**src/slsr_pkg.sv**
```systemverilog
// Package: types, field layouts and codes for the serial link sequencer.
`timescale 1ns / 1ps
package slsr_pkg;

  localparam int unsigned BYTE_W = 8;
  localparam int unsigned TIMER_W = 16;
  localparam int unsigned CFG_IDX_W = 2;
  localparam int unsigned CFG_DATA_W = 16;

  localparam logic [TIMER_W-1:0] RETX_RESET = 16'd4094;
  localparam logic [BYTE_W-1:0] IDLE_BYTE = 8'hFF;
  localparam logic [BYTE_W-1:0] START_CLR_MASK = 8'h7F;
  localparam int unsigned CTRL_START_BIT = 7;
  localparam int unsigned CTRL_CLOCK_BIT = 0;

  localparam logic [CFG_IDX_W-1:0] CFG_LINK_MODE = 2'd0;
  localparam logic [CFG_IDX_W-1:0] CFG_RETX_CYCLES = 2'd1;

  localparam logic [1:0] REQ_STEP = 2'd0;
  localparam logic [1:0] REQ_WR_DATA = 2'd1;
  localparam logic [1:0] REQ_WR_CTRL = 2'd2;

  localparam logic [1:0] SEND_IDLE = 2'd0;
  localparam logic [1:0] SEND_WAIT = 2'd1;
  localparam logic [1:0] SEND_ANSWERED = 2'd2;

  typedef struct packed {
    logic [1:0]        req_type;
    logic [BYTE_W-1:0] write_value;
    logic [BYTE_W-1:0] elapsed_cycles;
    logic              rx_valid;
    logic [BYTE_W-1:0] rx_seq;
    logic [BYTE_W-1:0] rx_data;
  } in_item_t;

  typedef struct packed {
    logic              tx_valid;
    logic [BYTE_W-1:0] tx_seq;
    logic [BYTE_W-1:0] tx_data;
    logic              resend_valid;
    logic [BYTE_W-1:0] resend_seq;
    logic [BYTE_W-1:0] resend_data;
    logic              rx_taken;
    logic              irq_request;
    logic [BYTE_W-1:0] data_reg;
    logic [BYTE_W-1:0] control_reg;
  } out_item_t;

  typedef struct packed {
    logic [BYTE_W-1:0]  data_reg;
    logic [BYTE_W-1:0]  ctrl_reg;
    logic [BYTE_W-1:0]  last_seq;
    logic [BYTE_W-1:0]  last_byte;
    logic [BYTE_W-1:0]  exp_seq;
    logic [TIMER_W-1:0] timer;
    logic [1:0]         send_status;
  } link_state_t;

  typedef struct packed {
    logic               link_mode;
    logic [TIMER_W-1:0] retx_cycles;
  } link_cfg_t;

endpackage

```
**src/serial_link_seq_retransmit_top.sv**
```systemverilog
// Top level: input register, link state, step logic and result register.
// Accepted items pass the input register, the step logic and the result register.
// Throughput: one item per cycle; the state update sits in the single step stage.
// A stalled result holds the step stage, which holds the input register.
// Reset (synchronous, rst_n low): link state and config return to reset values,
// both stages empty; the block accepts items in the first cycle after reset.
`timescale 1ns / 1ps
module serial_link_seq_retransmit_top (
  input  logic                                  clk,
  input  logic                                  rst_n,
  input  logic                                  in_valid,
  output logic                                  in_stall,
  input  slsr_pkg::in_item_t                    in_item,
  output logic                                  out_valid,
  input  logic                                  out_stall,
  output slsr_pkg::out_item_t                   out_item,
  input  logic                                  cfg_valid,
  output logic                                  cfg_ready,
  input  logic [slsr_pkg::CFG_IDX_W-1:0]        cfg_index,
  input  logic [slsr_pkg::CFG_DATA_W-1:0]       cfg_data
);

  logic                  s1_valid_r;
  slsr_pkg::in_item_t    s1_item_r;
  logic                  out_valid_r;
  slsr_pkg::out_item_t   out_item_r;
  slsr_pkg::link_state_t st_r;
  slsr_pkg::link_state_t st_nxt;
  slsr_pkg::out_item_t   res;
  slsr_pkg::link_cfg_t   cfg_r;
  logic                  s2_ready;
  logic                  s2_load;
  logic                  in_take;

  assign s2_ready = !out_valid_r || !out_stall;
  assign s2_load = s1_valid_r && s2_ready;
  assign in_stall = s1_valid_r && !s2_ready;
  assign in_take = in_valid && !in_stall;
  assign cfg_ready = 1'b1;
  assign out_valid = out_valid_r;
  assign out_item = out_item_r;

  slsr_step u_step (
    .st     (st_r),
    .cfg    (cfg_r),
    .item   (s1_item_r),
    .st_nxt (st_nxt),
    .res    (res)
  );

  always_ff @(posedge clk) begin
    if (!rst_n) begin
      s1_valid_r <= 1'b0;
    end else if (s2_ready || !s1_valid_r) begin
      s1_valid_r <= in_take;
    end
  end

  always_ff @(posedge clk) begin
    if (in_take) begin
      s1_item_r <= in_item;
    end
  end

  always_ff @(posedge clk) begin
    if (!rst_n) begin
      out_valid_r <= 1'b0;
    end else if (s2_ready) begin
      out_valid_r <= s1_valid_r;
    end
  end

  always_ff @(posedge clk) begin
    if (s2_load) begin
      out_item_r <= res;
    end
  end

  always_ff @(posedge clk) begin
    if (!rst_n) begin
      st_r.data_reg <= '0;
      st_r.ctrl_reg <= '0;
      st_r.last_seq <= '0;
      st_r.last_byte <= '0;
      st_r.exp_seq <= 8'd1;
      st_r.timer <= '0;
      st_r.send_status <= slsr_pkg::SEND_IDLE;
    end else if (s2_load) begin
      st_r <= st_nxt;
    end
  end

  always_ff @(posedge clk) begin
    if (!rst_n) begin
      cfg_r.link_mode <= 1'b0;
      cfg_r.retx_cycles <= slsr_pkg::RETX_RESET;
    end else if (cfg_valid && cfg_ready) begin
      case (cfg_index)
        slsr_pkg::CFG_LINK_MODE: cfg_r.link_mode <= cfg_data[0];
        slsr_pkg::CFG_RETX_CYCLES: cfg_r.retx_cycles <= cfg_data;
        default: cfg_r <= cfg_r;
      endcase
    end
  end

  a_stall_only_when_full: assert property (@(posedge clk) disable iff (!rst_n)
    in_stall |-> (s1_valid_r && out_valid_r && out_stall))
    else $error("input stalled while pipeline has room");

  a_irq_clears_start: assert property (@(posedge clk) disable iff (!rst_n)
    (out_valid_r && out_item_r.irq_request) |->
      !out_item_r.control_reg[slsr_pkg::CTRL_START_BIT])
    else $error("interrupt raised with start bit still set");

  a_send_status_legal: assert property (@(posedge clk) disable iff (!rst_n)
    $past(s2_load) |-> ((st_r.send_status == slsr_pkg::SEND_IDLE) ||
                        (st_r.send_status == slsr_pkg::SEND_WAIT) ||
                        (st_r.send_status == slsr_pkg::SEND_ANSWERED)))
    else $error("illegal send status");

endmodule

```
**src/slsr_step.sv**
```systemverilog
// Step logic: next link state and result item for one request.
`timescale 1ns / 1ps
module slsr_step (
  input  slsr_pkg::link_state_t st,
  input  slsr_pkg::link_cfg_t   cfg,
  input  slsr_pkg::in_item_t    item,
  output slsr_pkg::link_state_t st_nxt,
  output slsr_pkg::out_item_t   res
);

  function automatic logic [slsr_pkg::TIMER_W-1:0] timer_add(
    input logic [slsr_pkg::TIMER_W-1:0] t,
    input logic [slsr_pkg::BYTE_W-1:0]  c
  );
    logic [slsr_pkg::TIMER_W:0] sum;
    sum = {1'b0, t} + {{(slsr_pkg::TIMER_W + 1 - slsr_pkg::BYTE_W){1'b0}}, c};
    return sum[slsr_pkg::TIMER_W] ? {slsr_pkg::TIMER_W{1'b1}} :
                                    sum[slsr_pkg::TIMER_W-1:0];
  endfunction

  always_comb begin
    slsr_pkg::link_state_t s;
    slsr_pkg::out_item_t   r;
    logic start;
    logic internal;
    logic seq_ok;
    s = st;
    r = '0;
    start = st.ctrl_reg[slsr_pkg::CTRL_START_BIT];
    internal = st.ctrl_reg[slsr_pkg::CTRL_CLOCK_BIT];
    seq_ok = item.rx_valid && (item.rx_seq == st.exp_seq);
    case (item.req_type)
      slsr_pkg::REQ_WR_DATA: begin
        s.data_reg = item.write_value;
      end
      slsr_pkg::REQ_WR_CTRL: begin
        s.ctrl_reg = item.write_value;
      end
      slsr_pkg::REQ_STEP: begin
        if (!cfg.link_mode) begin
          if (start && internal) begin
            s.data_reg = slsr_pkg::IDLE_BYTE;
            s.ctrl_reg = s.ctrl_reg & slsr_pkg::START_CLR_MASK;
            r.irq_request = 1'b1;
          end
        end else begin
          if ((s.send_status != slsr_pkg::SEND_IDLE) && (s.timer >= cfg.retx_cycles)) begin
            s.timer = '0;
            r.resend_valid = 1'b1;
            r.resend_seq = s.last_seq;
            r.resend_data = s.last_byte;
          end
          if (start) begin
            if (internal || (s.send_status == slsr_pkg::SEND_WAIT)) begin
              if (s.send_status == slsr_pkg::SEND_IDLE) begin
                s.last_seq = s.last_seq + 8'd1;
                s.last_byte = s.data_reg;
                r.tx_valid = 1'b1;
                r.tx_seq = s.last_seq;
                r.tx_data = s.last_byte;
                s.send_status = slsr_pkg::SEND_WAIT;
              end
              r.rx_taken = item.rx_valid;
              if (seq_ok) begin
                s.exp_seq = s.exp_seq + 8'd1;
                s.send_status = slsr_pkg::SEND_IDLE;
                s.timer = '0;
                s.data_reg = item.rx_data;
                s.ctrl_reg = s.ctrl_reg & slsr_pkg::START_CLR_MASK;
                r.irq_request = 1'b1;
              end else begin
                s.timer = timer_add(s.timer, item.elapsed_cycles);
              end
            end else begin
              r.rx_taken = item.rx_valid;
              if (seq_ok) begin
                s.timer = '0;
                s.last_seq = s.last_seq + 8'd1;
                s.exp_seq = s.exp_seq + 8'd1;
                s.last_byte = s.data_reg;
                r.tx_valid = 1'b1;
                r.tx_seq = s.last_seq;
                r.tx_data = s.last_byte;
                s.send_status = slsr_pkg::SEND_ANSWERED;
                s.data_reg = item.rx_data;
                s.ctrl_reg = s.ctrl_reg & slsr_pkg::START_CLR_MASK;
                r.irq_request = 1'b1;
              end else begin
                s.timer = timer_add(s.timer, item.elapsed_cycles);
              end
            end
          end
        end
      end
      default: begin
        s = st;
      end
    endcase
    r.data_reg = s.data_reg;
    r.control_reg = s.ctrl_reg;
    st_nxt = s;
    res = r;
  end

endmodule
```
**config.mk**
```make
export PLATFORM = sky130hd
export DESIGN_NAME = serial_link_seq_retransmit_top
export DESIGN_NICKNAME = d
export VERILOG_FILES = /design/src/slsr_pkg.sv /design/src/serial_link_seq_retransmit_top.sv /design/src/slsr_step.sv
export SDC_FILE = /design/constraint.sdc
export NUM_CORES = 1
export LEC_CHECK = 0
export ABC_AREA = 0
export BUFFER_PORTS_ARGS = -buffer_cell sky130_fd_sc_hd__buf_2
export CORE_ASPECT_RATIO = 1.4
export CORE_UTILIZATION = 57
export CTS_CLUSTER_SIZE = 16
export DETAILED_ROUTE_END_ITERATION = 7
export PLACE_DENSITY = 0.82
export SLEW_MARGIN = 20
export SYNTH_ARGS = -nofsm -noshare
export SYNTH_HDL_FRONTEND = slang
export SYNTH_SLANG_ARGS = --single-unit
export TNS_END_PERCENT = 10
```
**constraint.sdc**
```tcl
create_clock -name clk -period 4.05 [get_ports clk]
set_input_delay 0.405 -clock clk [delete_from_list [all_inputs] [get_ports clk]]
set_output_delay 0.405 -clock clk [all_outputs]
set_load 0.1 [all_outputs]
```
==> flow_summary.ini, run 1 <==
[status]
status = completed

[routing]
drc_errors = 0
avgViaCountPerCell = 5.93
ant_nets = 0
drtIter0Drc = 339
wirelength_microns = 16400
drt-pass1-iter-count = 5
wl_per_cell_microns = 17.2
via_count = 5639

[worst_setup_path]
r2r_start = st_r[11]$_SDFFE_PN0P_
crit_end = st_r[14]$_SDFFE_PN0P_
worst_setup_path_end_kind = flip-flop
r2r_slack_ns = 0.24
r2r-end = st_r[14]$_SDFFE_PN0P_
crit_start = st_r[11]$_SDFFE_PN0P_
crit_arrival_ns = 4.12
ff2ff_path_depth = 14
critPathLaunchType = flip-flop
critical_path_required_ns = 4.36
critical_path_class = flip-flop to flip-flop
cp_max_fo = 8

[cts]
root_buffer = clkbuf_16
cts-buffers-inserted = 17
cts.sinks = 164
clkTransAtPathRegs_ns = 0.07
h-tree-depth = 4
clock_latency_ns = 0.42
cts_buffer_depth = 2
cts_tree = built

[floorplan]
fp.dieArea_sq_um = 13700
io_pins = 113
fp.coreArea_sq_um = 12900
die_h_microns = 138
rows = 49
die_w_microns = 99.0
initial_core_util = 0.584

[timing]
tightest_slew_ns = 1.06
setup_tns_ns = 0
finalSetupViolCount = 0
period_needed_ns = 3.81
fin_crit_sh = 0.940
finalHoldViolations = 0
slew_headroom = 0.291
fmax_ghz = 0.263
rsz0062_at_grt = no
fin_skew_ns = 0.0106
drv_slew = 0
finalHoldWorstSlack_ns = 0.157
layout_setup_ws_ns = 0.244

[pwr]
ir_drop_mv = 0.324
p_leak_uw = 0.00344
p_total_uw = 3940
power_density_nw_per_um2 = 447

[yosys]
synthXorXnorAreaFrac = 0.0361
syn-num-nets = 761
yosys-mux-area-fraction = 0.0145
synth_area_leaders = edfxtp_1 (35%), dfxtp_1 (21%), ha_1 (4.3%)
synth_seq_area_share = 0.553
synth_compound_area_frac = 0.156
yosys.area_share.simple = 0.162
synthArstFlopShare = 0
synth_edf_count = 87
synth_top_area_share = 0.348
yosysTopAreaCell = edfxtp_1
ys_types = 74
synthAdderAreaFrac = 0.0460
synth_top_family_by_area = simple AND/OR/NAND/NOR gates
ys_warn_count = 0
ys_seq_elements = 164
synth_flop_cell = edfxtp_1
postSynthAreaPerCell_sq_um = 11.1
yosysMostFrequentCell = edfxtp_1
synth_area_sq_um = 7510
syn_inst = 676
synth.top_cells.by_count = edfxtp_1 (87), dfxtp_1 (77), nand2_1 (63)

[placement]
pre_cts_slack_ns = 0.185
portBuffers = 111
gp_congestion = 0.858
hpwlAfterDp_microns = 11700
dp_cells = 919

[grt]
grt_pass1_vias = 5472
grt_pass1_wl_microns = 26100
track_usage = 0.249
grt_overflow = 0
grt_start_max_net_pins = 57
antenna_found_initial = 0

[layout]
fillers = 972
area_delta_synth_final_pct = 17.2
fin_cells = 951
multi_input_area_sq_um = 3130
drive_gt1_frac = 0.223
ff_latch_area_sq_um = 4150
num_antenna_cells = 0
final_nets = 870

[worst_hold_path]
hp-class = input pin to flip-flop

[run]
maxCapViolCount = 0
how the worst min path moves through the flow:
stage / end / depth (start not counted) / slack (ns) / start
after floorplan: st_r[31]$_SDFFE_PN0P_ / 2 / 0.44 / st_r[31]$_SDFFE_PN0P_
after global placement: st_r[33]$_SDFFE_PN0P_ / 2 / 0.44 / st_r[33]$_SDFFE_PN0P_
after detailed placement: st_r[33]$_SDFFE_PN0P_ / 2 / 0.46 / st_r[33]$_SDFFE_PN0P_
after CTS: s1_item_r[19]$_DFFE_PP_ / 1 / 0.15 / in_item[19]
after global routing: s1_item_r[23]$_DFFE_PP_ / 1 / 0.14 / in_item[23]
final: s1_item_r[30]$_DFFE_PP_ / 1 / 0.16 / in_item[30]
stage by stage:
| stage | cell area (sq um) | util |
|---|---|---|
| 4_1_cts | 8800 | 0.684 |
| 3_3_place_gp | 8180 | 0.635 |
| 3_5_place_dp | 8180 | 0.635 |
| 2_1_floorplan | 7510 | - |
| 5_1_grt | 8800 | 0.684 |
| 6_report | 8800 | 0.684 |
power breakdown:
group          internal [uW]  leakage, uW  switching [uW]  total (uW)
sequential              1820      0.00145            31.1        1850
combinational           88.1      0.00170             302         390
clock                   1040     0.000296             662        1700
total                   2940      0.00344             995        3940
cells by family after synthesis:
group	Yosys count
xor+xnor	31
flops	164
buf+inv	54
other cells	1
fa+ha+maj	27
compound gates	157
mux	10
simple gates	232
cells in the final DEF (no fill, tap or decap), types with 4 or more instances in the layout:
cell type	n
buf_2	111
a2bb2oi_1	6
nor4_1	6
dfxtp_1	77
nor2_1	46
o21ai_0	20
and3_1	8
o22ai_1	16
xnor2_1	22
nor2b_1	6
nand3_1	11
mux2_2	7
a21oi_1	18
o221ai_1	7
a21boi_0	11
o2bb2ai_1	10
xor2_1	9
bufinv_16	4
and2_1	48
nand4_1	8
ha_1	26
o21a_1	8
clkbuf_16	17
inv_6	5
nor3b_1	10
edfxtp_1	87
nand2_1	63
inv_1	23
buf_4	7
o211ai_1	16
nor3_1	4
area by class of cell:
class,instances,share of cell area
clock inverter,14,0.0226
sequential,164,0.472
tap,153,0.0217
clock buffer,18,0.0487
inverter,26,0.0111
timing repair buffer,118,0.0691
multi-input combinational,458,0.355
per-layer routing:
layer / global-route usage / routed length (microns)
met2: 0.480 / 8930
met3: 0.0408 / 778
met4: 0.114 / 539
met5: 0 / 0
met1: 0.265 / 6150
flip-flops by register name, summed over array words and instances, names as in the netlist:
name        cells
s1_valid_r      1
out_item       52
s1_item_r      35
cfg_r          17
out_valid       1
st_r           58
worst max-delay path, stage by stage, from the launching register on:
cell and delay [ns]:
dfxtp_1 0.37, ha_1 0.34, nand4_1 0.14, a2111oi_0 0.39, a31o_2 0.28, a21oi_4 0.06
and2_1 0.18, ha_1 0.22, fa_1 0.43, a211oi_1 0.31, o21ai_0 0.20, nand2_1 0.31
a211oi_1 0.08, o211ai_1 0.18, a21bo_1 0.22
what timing repair did:
item	4_1_cts	5_1_grt
hold buffers	0	0
buffers inserted	0	0
setup endpoints to repair	0	8
resized for setup	0	1
Power figures use the tool's default switching activity.
==> run 2, diff against run 1 <==
BUFFER_PORTS_ARGS = -buffer_cell sky130_fd_sc_hd__clkbuf_2   (was -buffer_cell sky130_fd_sc_hd__buf_2)
CORE_UTILIZATION = 51   (was 57)
PLACE_DENSITY = 0.77   (was 0.82)
clock period = 3.5 ns   (was 4.05 ns; I/O delays follow)
==> run 2 against run 1 <==
Effect of this change:
- non-clock buffer count grew 22
- critical path depth is 2 higher
- largest power group unchanged
- critical path type unchanged
- die area rose by 12%
- global-route usage down 2.6 points
==> flow_summary.ini, run 2 (synthesis results as in run 1) <==
[grt]
grt_pass1_wl_microns = 26600
grt_pass1_vias = 5660
track_usage = 0.223
grt_overflow = 0
antenna_found_initial = 0
grt_start_max_net_pins = 54

[worst_setup_path]
r2r-end = st_r[8]$_SDFFE_PN0P_
cp_cell_sequence = inv_1 -> ha_1 -> o21ai_0 -> a2111oi_4 -> a31o_4 -> a21oi_4 -> buf_6 -> and2_1 -> ha_2 -> o21ai_2 -> o21ai_2 -> nand2_2 -> a2111oi_4 -> buf_4 -> nor2_1 -> o2bb2ai_1
ff2ff_path_depth = 16
cp_top_family = compound AO/OA/AOI/OAI gates
critPathLaunchType = flip-flop
crit_slowest_cell = a2111oi_4
r2r_slack_ns = 0.18
cp_num_buf_inv = 3
crit_arrival_ns = 3.67
critical_path_class = flip-flop to flip-flop
slowest_delay_ns = 0.41
r2r_start = cfg_r[2]$_SDFFE_PN1P_
critical_path_required_ns = 3.85
worst_setup_path_end_kind = flip-flop
cp_max_fo = 7

[worst_hold_path]
holdPathStages = 1
hp-class = input pin to flip-flop
worstHoldStart = in_item[24]
hold_end = s1_item_r[24]$_DFFE_PP_

[floorplan]
initial_core_util = 0.520
io_pins = 113
die_w_microns = 105
fp.dieArea_sq_um = 15200
rows = 52
die_h_microns = 146
fp.coreArea_sq_um = 14400

[timing]
fin_crit_sh = 0.948
tightest_slew_ns = 1.09
setup_tns_ns = 0
finalHoldViolations = 0
slew_headroom = 0.273
period_needed_ns = 3.32
layout_setup_ws_ns = 0.183
finalSetupViolCount = 0
drv_slew = 0
fmax_ghz = 0.302
fin_skew_ns = 0.0193

[layout]
final_util = 0.631
area_delta_synth_final_pct = 21.3
final_nets = 892
fillers = 1160
max_flop_register = st_r
largest_register_ffs = 58
drive_gt1_frac = 0.273
final_common_cell = clkbuf_2
fin_area_sq_um = 9120
fin_cells = 1009
final_cell_mix = clkbuf_2 (111), edfxtp_1 (87), dfxtp_1 (75)
num_antenna_cells = 0

[routing]
drt-pass1-iter-count = 5
wirelength_microns = 16800
wl_per_cell_microns = 16.7
via_count = 5650
drc_errors = 0
ant_nets = 0
avgViaCountPerCell = 5.60
drtIter0Drc = 271

[pwr]
p_leak_uw = 0.00358
ir_drop_mv = 0.337
power_density_nw_per_um2 = 482

[cts]
cts_tree = built
cts.sinks = 164
cts-buffers-inserted = 17
root_buffer = clkbuf_16
cts_buffer_depth = 2
h-tree-depth = 4
postCtsHoldBufs = 0
clock_latency_ns = 0.43
clkTransAtPathRegs_ns = 0.07

[placement]
dp_cells = 972
placed_area_sq_um = 8350
pre_cts_slack_ns = -0.0704
hpwlAfterDp_microns = 12000
portBuffers = 111
gp_congestion = 0.868

[status]
status = completed

[run]
maxCapViolCount = 0
-- run 2: cell count changes in the layout (fill, tap and decap cells not counted), moves of 3 or more --
| cell | before | now |
|---|---|---|
| o21ai_0 | 20 | 16 |
| buf_4 | 7 | 28 |
| inv_8 | 0 | 3 |
| bufinv_16 | 4 | 1 |
| o21ai_2 | 3 | 7 |
| ha_4 | 0 | 4 |
| clkbuf_2 | 0 | 111 |
| buf_2 | 111 | 0 |
| ha_1 | 26 | 20 |
-- run 2: timing repair --
item,in CTS,in global routing
resized for setup,2,33
pin swaps,0,13
endpoints found under the setup margin,11,16
setup buffers,0,5
-- run 2: layout make-up --
type	count	area, sq um	share of cell area
timing repair buffer	140	777	0.0852
clock buffer	18	429	0.0471
sequential	164	4160	0.456
clock inverter	14	143	0.0156
tap	189	236	0.0259
multi-input combinational	458	3280	0.359
inverter	26	97.6	0.0107
-- run 2: how the worst max path moves through the flow --
| stage | from | to | slack [ns] | cells after the start |
|---|---|---|---|---|
| after floorplan | out_valid$_SDFFE_PN0P_ | s1_item_r[0]$_DFFE_PP_ | 0.02 | 2 |
| after global placement | cfg_r[15]$_SDFFE_PN0P_ | st_r[10]$_SDFFE_PN0P_ | 0.14 | 17 |
| after detailed placement | st_r[10]$_SDFFE_PN0P_ | st_r[15]$_SDFFE_PN0P_ | -0.07 | 14 |
| after CTS | cfg_r[15]$_SDFFE_PN0P_ | st_r[15]$_SDFFE_PN0P_ | 0.03 | 16 |
| after global routing | cfg_r[15]$_SDFFE_PN0P_ | st_r[7]$_SDFFE_PN0P_ | -0.05 | 17 |
| final | cfg_r[2]$_SDFFE_PN1P_ | st_r[8]$_SDFFE_PN0P_ | 0.18 | 16 |
-- run 2: power by group --
group	internal, uW	switching, uW
sequential	2100	37.7
combinational	106	352
clock	1000	800
-- run 2: metrics by stage --
| step | total power (uW) | hold slack, ns |
|---|---|---|
| 2_1_floorplan | 2520 | 0.437 |
| 3_3_place_gp | 2620 | 0.448 |
| 3_5_place_dp | 2630 | 0.454 |
| 4_1_cts | 4410 | 0.0911 |
| 5_1_grt | 4520 | 0.0893 |
| 6_report | 4400 | 0.0955 |
-- run 2: layer usage --
layer  GRT usage  part of all wire
met1       0.232              0.37
met2       0.412              0.54
met3      0.0394             0.046
met4       0.137             0.039
met5           0                 0
